### config.mk
export PLATFORM = sky130hd
export DESIGN_NAME = magic_length_frame_deframer
export DESIGN_NICKNAME = d
export VERILOG_FILES = /design/src/rtl/core/mlfd_pkg.sv /design/src/rtl/core/mlfd_front.sv /design/src/rtl/core/mlfd_queue.sv /design/src/rtl/core/mlfd_back.sv /design/src/rtl/core/magic_length_frame_deframer.sv
export SDC_FILE = /design/constraint.sdc
export NUM_CORES = 1
export LEC_CHECK = 0
export ABC_CLOCK_PERIOD_IN_PS = 15500
export BUFFER_PORTS_ARGS = -buffer_cell sky130_fd_sc_hd__buf_2
export CAP_MARGIN = 20
export CELL_PAD_IN_SITES_DETAIL_PLACEMENT = 1
export CELL_PAD_IN_SITES_GLOBAL_PLACEMENT = 1
export CORE_MARGIN = 3
export CORE_UTILIZATION = 53
export DETAILED_ROUTE_END_ITERATION = 10
export PLACE_DENSITY_LB_ADDON = 0.1
export SLEW_MARGIN = 20
export SYNTH_ARGS = -nofsm -noshare
export SYNTH_HDL_FRONTEND = slang
export SYNTH_HIERARCHICAL = 1
export SYNTH_SLANG_ARGS = --single-unit
### constraint.sdc
create_clock -name aclk -period 15.5 [get_ports aclk]
set_input_delay 3.875 -clock aclk [delete_from_list [all_inputs] [get_ports aclk]]
set_output_delay 3.875 -clock aclk [all_outputs]
set_load 0.03 [all_outputs]
### src/rtl/core/mlfd_pkg.sv
`default_nettype none
// ----------------------------------------------------------------------------
// mlfd_pkg: shared types and constants of the frame deframer
// Result request layout, result kinds, queue status and register reset value.
// ----------------------------------------------------------------------------
package mlfd_pkg;

    localparam logic KIND_PAYLOAD = 1'b0;
    localparam logic KIND_REJECT  = 1'b1;

    localparam logic [31:0] MAX_PAYLOAD_LEN_RESET = 32'd8388608;

    typedef struct packed {
        logic        result_kind;
        logic [7:0]  payload_byte;
        logic        first_of_frame;
        logic        last_of_frame;
        logic [31:0] frame_number;
        logic [31:0] frame_length;
    } result_t;

    typedef struct packed {
        logic full;
        logic nonempty;
    } q_status_t;

endpackage

`default_nettype wire

### src/rtl/core/mlfd_front.sv
`default_nettype none
// ----------------------------------------------------------------------------
// mlfd_front: byte parser
// Hunts for the sync word, collects the length, checks it and tags payload
// bytes; every byte that yields a result pushes one request into the queue.
// ----------------------------------------------------------------------------
module mlfd_front (
    input  wire logic                aclk,
    input  wire logic                aresetn,
    input  wire logic                s_valid,
    output logic                     s_ready,
    input  wire logic [7:0]          s_data_byte,
    input  wire logic [31:0]         max_len,
    input  wire mlfd_pkg::q_status_t q_stat,
    output logic                     push,
    output mlfd_pkg::result_t        push_data
);

    localparam logic [1:0] PH_HUNT = 2'd0;
    localparam logic [1:0] PH_LEN  = 2'd1;
    localparam logic [1:0] PH_PAY  = 2'd2;

    localparam logic [7:0] SYNC_F = 8'h46;
    localparam logic [7:0] SYNC_R = 8'h52;
    localparam logic [7:0] SYNC_A = 8'h41;
    localparam logic [7:0] SYNC_M = 8'h4D;

    // {done, next match count}
    function automatic logic [2:0] sync_step(input logic [1:0] m, input logic [7:0] b);
        logic [7:0] expect_b;
        logic [2:0] r;
        unique case (m)
            2'd0:    expect_b = SYNC_F;
            2'd1:    expect_b = SYNC_R;
            2'd2:    expect_b = SYNC_A;
            default: expect_b = SYNC_M;
        endcase
        if (b == expect_b) begin
            r = (m == 2'd3) ? 3'b100 : {1'b0, m + 2'd1};
        end else begin
            r = (b == SYNC_F) ? 3'b001 : 3'b000;
        end
        return r;
    endfunction

    logic [1:0]  phase_reg,     phase_next;
    logic [1:0]  match_reg,     match_next;
    logic [31:0] len_shift_reg, len_shift_next;
    logic [1:0]  len_seen_reg,  len_seen_next;
    logic [31:0] remain_reg,    remain_next;
    logic [31:0] frame_cnt_reg, frame_cnt_next;

    logic        accept;
    logic [31:0] new_len;
    logic [2:0]  hunt_st;
    logic [2:0]  rs0, rs1, rs2, rs3;

    assign s_ready = !q_stat.full;
    assign accept  = s_valid && s_ready;
    assign new_len = {s_data_byte, len_shift_reg[31:8]};
    assign hunt_st = sync_step(match_reg, s_data_byte);

    // Rescan of the rejected length bytes, starting from nothing matched.
    // From zero matched the word can only complete on the fourth byte.
    assign rs0 = sync_step(2'd0,     new_len[7:0]);
    assign rs1 = sync_step(rs0[1:0], new_len[15:8]);
    assign rs2 = sync_step(rs1[1:0], new_len[23:16]);
    assign rs3 = sync_step(rs2[1:0], new_len[31:24]);

    always_comb begin
        phase_next     = phase_reg;
        match_next     = match_reg;
        len_shift_next = len_shift_reg;
        len_seen_next  = len_seen_reg;
        remain_next    = remain_reg;
        frame_cnt_next = frame_cnt_reg;
        push           = 1'b0;
        push_data      = '0;
        if (accept) begin
            unique case (phase_reg)
                PH_LEN: begin
                    len_shift_next = new_len;
                    if (len_seen_reg != 2'd3) begin
                        len_seen_next = len_seen_reg + 2'd1;
                    end else begin
                        len_seen_next = 2'd0;
                        if (new_len == 32'd0 || new_len > max_len) begin
                            push                   = 1'b1;
                            push_data.result_kind  = mlfd_pkg::KIND_REJECT;
                            push_data.frame_number = frame_cnt_reg;
                            push_data.frame_length = new_len;
                            if (rs3[2]) begin
                                phase_next     = PH_LEN;
                                match_next     = 2'd0;
                                len_shift_next = 32'd0;
                            end else begin
                                phase_next = PH_HUNT;
                                match_next = rs3[1:0];
                            end
                        end else begin
                            remain_next = new_len;
                            phase_next  = PH_PAY;
                        end
                    end
                end
                PH_PAY: begin
                    push                     = 1'b1;
                    push_data.result_kind    = mlfd_pkg::KIND_PAYLOAD;
                    push_data.payload_byte   = s_data_byte;
                    push_data.first_of_frame = (remain_reg == len_shift_reg);
                    push_data.last_of_frame  = (remain_reg == 32'd1);
                    push_data.frame_number   = frame_cnt_reg;
                    push_data.frame_length   = len_shift_reg;
                    if (remain_reg <= 32'd1) begin
                        remain_next    = 32'd0;
                        phase_next     = PH_HUNT;
                        match_next     = 2'd0;
                        frame_cnt_next = frame_cnt_reg + 32'd1;
                    end else begin
                        remain_next = remain_reg - 32'd1;
                    end
                end
                default: begin
                    // hunting; the unused code behaves the same
                    phase_next = PH_HUNT;
                    match_next = hunt_st[1:0];
                    if (hunt_st[2]) begin
                        phase_next     = PH_LEN;
                        len_shift_next = 32'd0;
                        len_seen_next  = 2'd0;
                    end
                end
            endcase
        end
    end

    always_ff @(posedge aclk) begin
        if (!aresetn) begin
            phase_reg     <= PH_HUNT;
            match_reg     <= 2'd0;
            len_shift_reg <= 32'd0;
            len_seen_reg  <= 2'd0;
            remain_reg    <= 32'd0;
            frame_cnt_reg <= 32'd0;
        end else begin
            phase_reg     <= phase_next;
            match_reg     <= match_next;
            len_shift_reg <= len_shift_next;
            len_seen_reg  <= len_seen_next;
            remain_reg    <= remain_next;
            frame_cnt_reg <= frame_cnt_next;
        end
    end

endmodule

`default_nettype wire

### src/rtl/core/mlfd_queue.sv
`default_nettype none
// ----------------------------------------------------------------------------
// mlfd_queue: result request queue
// Small circular buffer between parser and output stage.
// ----------------------------------------------------------------------------
module mlfd_queue #(
    parameter int DEPTH = 2
) (
    input  wire logic              aclk,
    input  wire logic              aresetn,
    input  wire logic              push,
    input  wire mlfd_pkg::result_t push_data,
    input  wire logic              pop,
    output mlfd_pkg::result_t      head,
    output mlfd_pkg::q_status_t    q_stat
);

    localparam int PTR_W = $clog2(DEPTH);
    localparam int CNT_W = $clog2(DEPTH + 1);
    localparam logic [PTR_W-1:0] PTR_LAST = PTR_W'(DEPTH - 1);
    localparam logic [CNT_W-1:0] CNT_FULL = CNT_W'(DEPTH);

    mlfd_pkg::result_t mem [DEPTH];

    logic [PTR_W-1:0] wr_ptr_reg, wr_ptr_next;
    logic [PTR_W-1:0] rd_ptr_reg, rd_ptr_next;
    logic [CNT_W-1:0] count_reg,  count_next;

    assign head            = mem[rd_ptr_reg];
    assign q_stat.full     = (count_reg == CNT_FULL);
    assign q_stat.nonempty = (count_reg != '0);

    always_comb begin
        wr_ptr_next = wr_ptr_reg;
        rd_ptr_next = rd_ptr_reg;
        count_next  = count_reg;
        if (push) begin
            wr_ptr_next = (wr_ptr_reg == PTR_LAST) ? '0 : wr_ptr_reg + PTR_W'(1);
        end
        if (pop) begin
            rd_ptr_next = (rd_ptr_reg == PTR_LAST) ? '0 : rd_ptr_reg + PTR_W'(1);
        end
        if (push && !pop) begin
            count_next = count_reg + CNT_W'(1);
        end else if (pop && !push) begin
            count_next = count_reg - CNT_W'(1);
        end
    end

    always_ff @(posedge aclk) begin
        if (push) begin
            mem[wr_ptr_reg] <= push_data;
        end
    end

    always_ff @(posedge aclk) begin
        if (!aresetn) begin
            wr_ptr_reg <= '0;
            rd_ptr_reg <= '0;
            count_reg  <= '0;
        end else begin
            wr_ptr_reg <= wr_ptr_next;
            rd_ptr_reg <= rd_ptr_next;
            count_reg  <= count_next;
        end
    end

endmodule

`default_nettype wire

### src/rtl/core/mlfd_back.sv
`default_nettype none
// ----------------------------------------------------------------------------
// mlfd_back: output stage
// Takes requests from the queue into the output register and hands them on.
// ----------------------------------------------------------------------------
module mlfd_back (
    input  wire logic                aclk,
    input  wire logic                aresetn,
    input  wire mlfd_pkg::q_status_t q_stat,
    input  wire mlfd_pkg::result_t   head,
    output logic                     pop,
    output logic                     m_valid,
    input  wire logic                m_ready,
    output logic                     m_result_kind,
    output logic [7:0]               m_payload_byte,
    output logic                     m_first_of_frame,
    output logic                     m_last_of_frame,
    output logic [31:0]              m_frame_number,
    output logic [31:0]              m_frame_length
);

    logic              valid_reg;
    mlfd_pkg::result_t out_reg;

    // advance when the register is empty or being drained
    assign pop = q_stat.nonempty && (!valid_reg || m_ready);

    always_ff @(posedge aclk) begin
        if (!aresetn) begin
            valid_reg <= 1'b0;
        end else if (pop) begin
            valid_reg <= 1'b1;
        end else if (m_ready) begin
            valid_reg <= 1'b0;
        end
    end

    always_ff @(posedge aclk) begin
        if (pop) begin
            out_reg <= head;
        end
    end

    assign m_valid          = valid_reg;
    assign m_result_kind    = out_reg.result_kind;
    assign m_payload_byte   = out_reg.payload_byte;
    assign m_first_of_frame = out_reg.first_of_frame;
    assign m_last_of_frame  = out_reg.last_of_frame;
    assign m_frame_number   = out_reg.frame_number;
    assign m_frame_length   = out_reg.frame_length;

endmodule

`default_nettype wire

### src/rtl/core/magic_length_frame_deframer.sv
`default_nettype none
// ----------------------------------------------------------------------------
// magic_length_frame_deframer: sync word and length prefixed frame deframer
// Byte stream in; payload bytes and bad-length reports out.
// ----------------------------------------------------------------------------
// The block takes one byte per clock cycle. It hunts for the sync word "FRAM",
// reads a 32-bit little-endian length and passes the payload bytes on with
// first/last marks, the frame number and the length. A length of zero or above
// cfg max_payload_len gives one reject result; the four length bytes are then
// searched for a new sync word. A byte is parsed in the cycle it is accepted
// and its result enters a QUEUE_DEPTH-entry queue; the output register takes
// it from the queue when it is empty or being drained and holds it until
// m_ready. s_ready falls only when the queue is full, i.e. after the result
// side has stalled; otherwise a byte goes in every cycle.
// Write max_payload_len (cfg_we/cfg_wdata) only while no frame is in flight.
// ----------------------------------------------------------------------------
module magic_length_frame_deframer #(
    parameter int QUEUE_DEPTH = 2
) (
    input  wire logic        aclk,
    input  wire logic        aresetn,
    input  wire logic        cfg_we,
    input  wire logic [31:0] cfg_wdata,
    input  wire logic        s_valid,
    output logic             s_ready,
    input  wire logic [7:0]  s_data_byte,
    output logic             m_valid,
    input  wire logic        m_ready,
    output logic             m_result_kind,
    output logic [7:0]       m_payload_byte,
    output logic             m_first_of_frame,
    output logic             m_last_of_frame,
    output logic [31:0]      m_frame_number,
    output logic [31:0]      m_frame_length
);

    logic [31:0]         max_len_reg;
    logic                push;
    logic                pop;
    mlfd_pkg::result_t   push_data;
    mlfd_pkg::result_t   head;
    mlfd_pkg::q_status_t q_stat;

    always_ff @(posedge aclk) begin
        if (!aresetn) begin
            max_len_reg <= mlfd_pkg::MAX_PAYLOAD_LEN_RESET;
        end else if (cfg_we) begin
            max_len_reg <= cfg_wdata;
        end
    end

    mlfd_front u_front (
        .aclk        (aclk),
        .aresetn     (aresetn),
        .s_valid     (s_valid),
        .s_ready     (s_ready),
        .s_data_byte (s_data_byte),
        .max_len     (max_len_reg),
        .q_stat      (q_stat),
        .push        (push),
        .push_data   (push_data)
    );

    mlfd_queue #(
        .DEPTH (QUEUE_DEPTH)
    ) u_queue (
        .aclk      (aclk),
        .aresetn   (aresetn),
        .push      (push),
        .push_data (push_data),
        .pop       (pop),
        .head      (head),
        .q_stat    (q_stat)
    );

    mlfd_back u_back (
        .aclk             (aclk),
        .aresetn          (aresetn),
        .q_stat           (q_stat),
        .head             (head),
        .pop              (pop),
        .m_valid          (m_valid),
        .m_ready          (m_ready),
        .m_result_kind    (m_result_kind),
        .m_payload_byte   (m_payload_byte),
        .m_first_of_frame (m_first_of_frame),
        .m_last_of_frame  (m_last_of_frame),
        .m_frame_number   (m_frame_number),
        .m_frame_length   (m_frame_length)
    );

`ifndef NO_ASSERTIONS
    a_push_on_accept: assert property (@(posedge aclk) disable iff (!aresetn)
        push |-> (s_valid && s_ready))
        else $error("result pushed without an accepted byte");

    a_pop_nonempty: assert property (@(posedge aclk) disable iff (!aresetn)
        pop |-> q_stat.nonempty)
        else $error("queue popped while empty");

    a_full_nonempty: assert property (@(posedge aclk) disable iff (!aresetn)
        q_stat.full |-> q_stat.nonempty)
        else $error("queue status inconsistent");

    a_reject_clean: assert property (@(posedge aclk) disable iff (!aresetn)
        (m_valid && m_result_kind == mlfd_pkg::KIND_REJECT) |->
            (m_payload_byte == 8'd0 && !m_first_of_frame && !m_last_of_frame))
        else $error("reject result carries payload marks");
`endif

endmodule

`default_nettype wire

==> results.sh <==
export IMPL_status="complete, no violations"
export IMPL_ant_nets=0
export IMPL_antenna_found_initial=0
export IMPL_min_path_cells=2
export IMPL_synth_top_flop_cell="edfxtp_1"
export IMPL_ctsHoldBuffers=0
export IMPL_yosysUniqueCellTypes=74
export IMPL_worst_r2r_endpoint="u_front/len_shift_reg[0]"
export IMPL_worst_pin_slew_ns=1.21
export IMPL_critPathLaunchType="primary input"
export IMPL_maxClockFrequency_mhz=136
export IMPL_setup_violations_final=0
export IMPL_worstSetupEndpointType="flop"
export IMPL_synth_top_cell_area_share_pct=40.7
export IMPL_synth_async_reset_ratio_pct=0
export IMPL_cts_sinks=365
export IMPL_ys_seq_area_share_pct=57.6
export IMPL_cts_root_buf="clkbuf_16"
export IMPL_hold_viol=0
export IMPL_clockPowerShare_pct=36.3
export IMPL_swShare_pct=28.7
export IMPL_p_int_w=0.00187
export IMPL_power_leakage_nw=7.11
export IMPL_cts_buffer_depth=3
export IMPL_syn_inst=1369
export IMPL_reg2reg_from="u_front/len_shift_reg[16]"
export IMPL_vdd_ir_drop_worst_mv=0.142
export IMPL_power_switching_w=0.000753
export IMPL_skew_ns=0.0195
export IMPL_yosysMostFrequentCell="edfxtp_1"
export IMPL_rows=64
export IMPL_io_pins=122
export IMPL_largest_register="u_queue/mem"
export IMPL_critPathRequiredTime_ns=15.65
export IMPL_fillers=3106
export IMPL_drc=0
export IMPL_synth_edff_count=225
export IMPL_start_util_pct=53.9
export IMPL_nNetsFinal=1546
export IMPL_rr_worst_depth=15
export IMPL_crit_type="in2reg"
export IMPL_postCtsSetupBuffers=0
export IMPL_grt_pass1_wl_mm=68.1
export IMPL_synth_nets=1462
export IMPL_n_antenna_cell=0
export IMPL_gp_congestion=0.903
export IMPL_fin_setup_tns_ns=0
export IMPL_cts_buffers=40
export IMPL_synth_seq_cells=365
export IMPL_ff2ff_setup_slack_ns=9.80
export IMPL_path_clk_slew_ns=0.06
export IMPL_ys_warn_count=6
export IMPL_worst_hold_path_endpoint="max_len_reg[23]"
export IMPL_synth_area_leaders="edfxtp_1 41%, dfxtp_1 17%, mux2_2 5.1%, ha_1 3.6%, a22o_1 3.5%"
export IMPL_dieArea_um2=33400
export IMPL_fin_crit_sh_pct=47.4
export IMPL_pwr_share_comb_pct=17.2
export IMPL_route_vias_total=11400
export IMPL_path_max_fanout=65
export IMPL_io_buffers=121
export IMPL_synth_area_um2=16600
export IMPL_synth_commonest_cells="225 x edfxtp_1, 140 x dfxtp_1, 75 x mux2_2"
export IMPL_grt_pass1_vias=11900
export IMPL_die_w_um=183
export IMPL_fin_util_pct=60.9
export IMPL_worstHoldStart="max_len_reg[23]"
export IMPL_dp_slack_ns=7.67
export IMPL_drt_iter0_drc=979
export IMPL_dp_hpwl_mm=28.2
export IMPL_die_h_um=183
export IMPL_maxCapViolCount=0
export IMPL_via_per_inst=6.05
export IMPL_slew_viol_final=0
export IMPL_rsz0062_at_grt="no"
export IMPL_power_density_nw_per_um2=140
export IMPL_area_growth_pct=12.8
export IMPL_clkLatencyLatePin_ns=0.53
export IMPL_cts_tree="yes"
export IMPL_synthesis_area_per_instance_um2=12.1
export IMPL_gr_total_overflow=0
export IMPL_track_usage_pct=25.8
export IMPL_wire_per_inst_um=23.1
export IMPL_arrival_ns=7.49
export IMPL_grt_max_degree=84
export IMPL_dp_cells=1806
export IMPL_htreeDepth=2
export IMPL_layout_drive_gt1_share_pct=19.4
export IMPL_fin_crit_ns=7.34
export IMPL_fin_cells=1880
export IMPL_coreArea_um2=30700
export IMPL_max_slew_margin_rel_pct=19.3
export IMPL_cts_resized=0
export IMPL_hold_path_class="reg2reg"
export IMPL_synth_area_leader_cell="edfxtp_1"
export IMPL_pwr_share_seq_pct=46.5
export IMPL_drtPass1Iterations=5
export IMPL_setup_slack_ns=8.16
export IMPL_wirelength_mm=43.5
export IMPL_largest_register_ffs=150
==> power groups by stage <==
stage | combinational (W) | sequential [W] | clock, W
after floorplan | 0.000216 | 0.00136 | 0
after global placement | 0.000438 | 0.00124 | 0
after detailed placement | 0.000452 | 0.00124 | 0
after CTS | 0.000455 | 0.00122 | 0.000969
after global routing | 0.000481 | 0.00123 | 0.00101
final | 0.000451 | 0.00122 | 0.000952
==> area by class of cell <==
| cell class | instances | area [um^2] | share of cell area, % |
|---|---|---|---|
| repair buffers | 134 | 723 | 3.86 |
| well taps | 396 | 495 | 2.65 |
| multi-input cells | 849 | 6370 | 34.0 |
| clock buffers | 52 | 1110 | 5.92 |
| flip-flops and latches | 365 | 9560 | 51.1 |
| clock inverters | 21 | 218 | 1.16 |
| inverters | 63 | 236 | 1.26 |
==> kinds of logic (layout without fill, tap and decap cells) <==
family                   count (synthesis)  count (layout)  synth area share, %
AO/OA/AOI/OAI                          225             225                 10.3
XOR/XNOR                                81              81                 4.28
adder cells (fa/ha/maj)                 48              48                 3.62
buffers and inverters                  155             270                 4.22
flip-flops                             365             365                 57.6
multiplexers                           114             114                 7.45
AND/OR/NAND/NOR                        381             381                 12.5
==> critical path, stage by stage <==
cell,delay (ns)
buf_2,0.17
ha_1,0.33
nand4_1,0.17
nor4_1,0.51
nor2b_1,0.21
o31ai_1,0.18
a31oi_2,0.28
or2_1,0.12
buf_4,0.31
nor2b_4,0.43
buf_4,0.75
==> worst max path at each step <==
stage	start	endpoint	slack (ns)	cells past startpoint
finish	s_data_byte[7]	u_queue/mem[0][19]	8.16	11
global route	s_data_byte[6]	u_queue/mem[0][14]	7.84	11
CTS	s_data_byte[7]	u_queue/mem[0][22]	8.20	11
detailed placement	s_data_byte[7]	u_queue/mem[0][21]	7.67	11
global placement	s_data_byte[7]	u_queue/mem[0][15]	7.91	11
floorplan	s_data_byte[7]	u_queue/mem[0][0]	5.82	9
==> placed cells by master (no fill, tap or decap), drive strengths merged, types with 7 or more instances in the layout <==
cell type  count
and3          10
and4           7
nand4         26
nand2         72
nand3         22
nor2          75
a32o          14
or4           10
ha            48
a21oi         30
buf          134
clkbuf        52
mux2i         39
o21ai         33
mux2          75
edfxtp       225
nor4          23
inv           62
nor3          19
and2          49
nor2b         42
clkinv        15
a22oi          8
o22ai          7
xnor2         43
dfxtp        140
xor2          38
a22o          67
o31ai          9
==> metal layers <==
metal  part of all wire [%]  vias up  global-route usage [%]  wire (um)
li1                       -     5199                       -          -
met1                     43     5672                    35.2      18600
met2                     48      422                    43.1      20900
met3                    6.7       84                    4.48       2930
met4                    2.5        0                    6.70       1070
met5                      0        -                       0          0
==> per-stage QoR <==
stage | instance area (um^2) | power (W) | hold WS [ns]
after detailed placement | 17400 | 0.00169 | 0.485
final | 18700 | 0.00262 | 0.487
after CTS | 18700 | 0.00265 | 0.500
after global placement | 17400 | 0.00167 | 0.459
after floorplan | 16600 | 0.00158 | 0.442
after global routing | 18700 | 0.00273 | 0.543
Note: power is estimated with default switching activity, not from simulation.
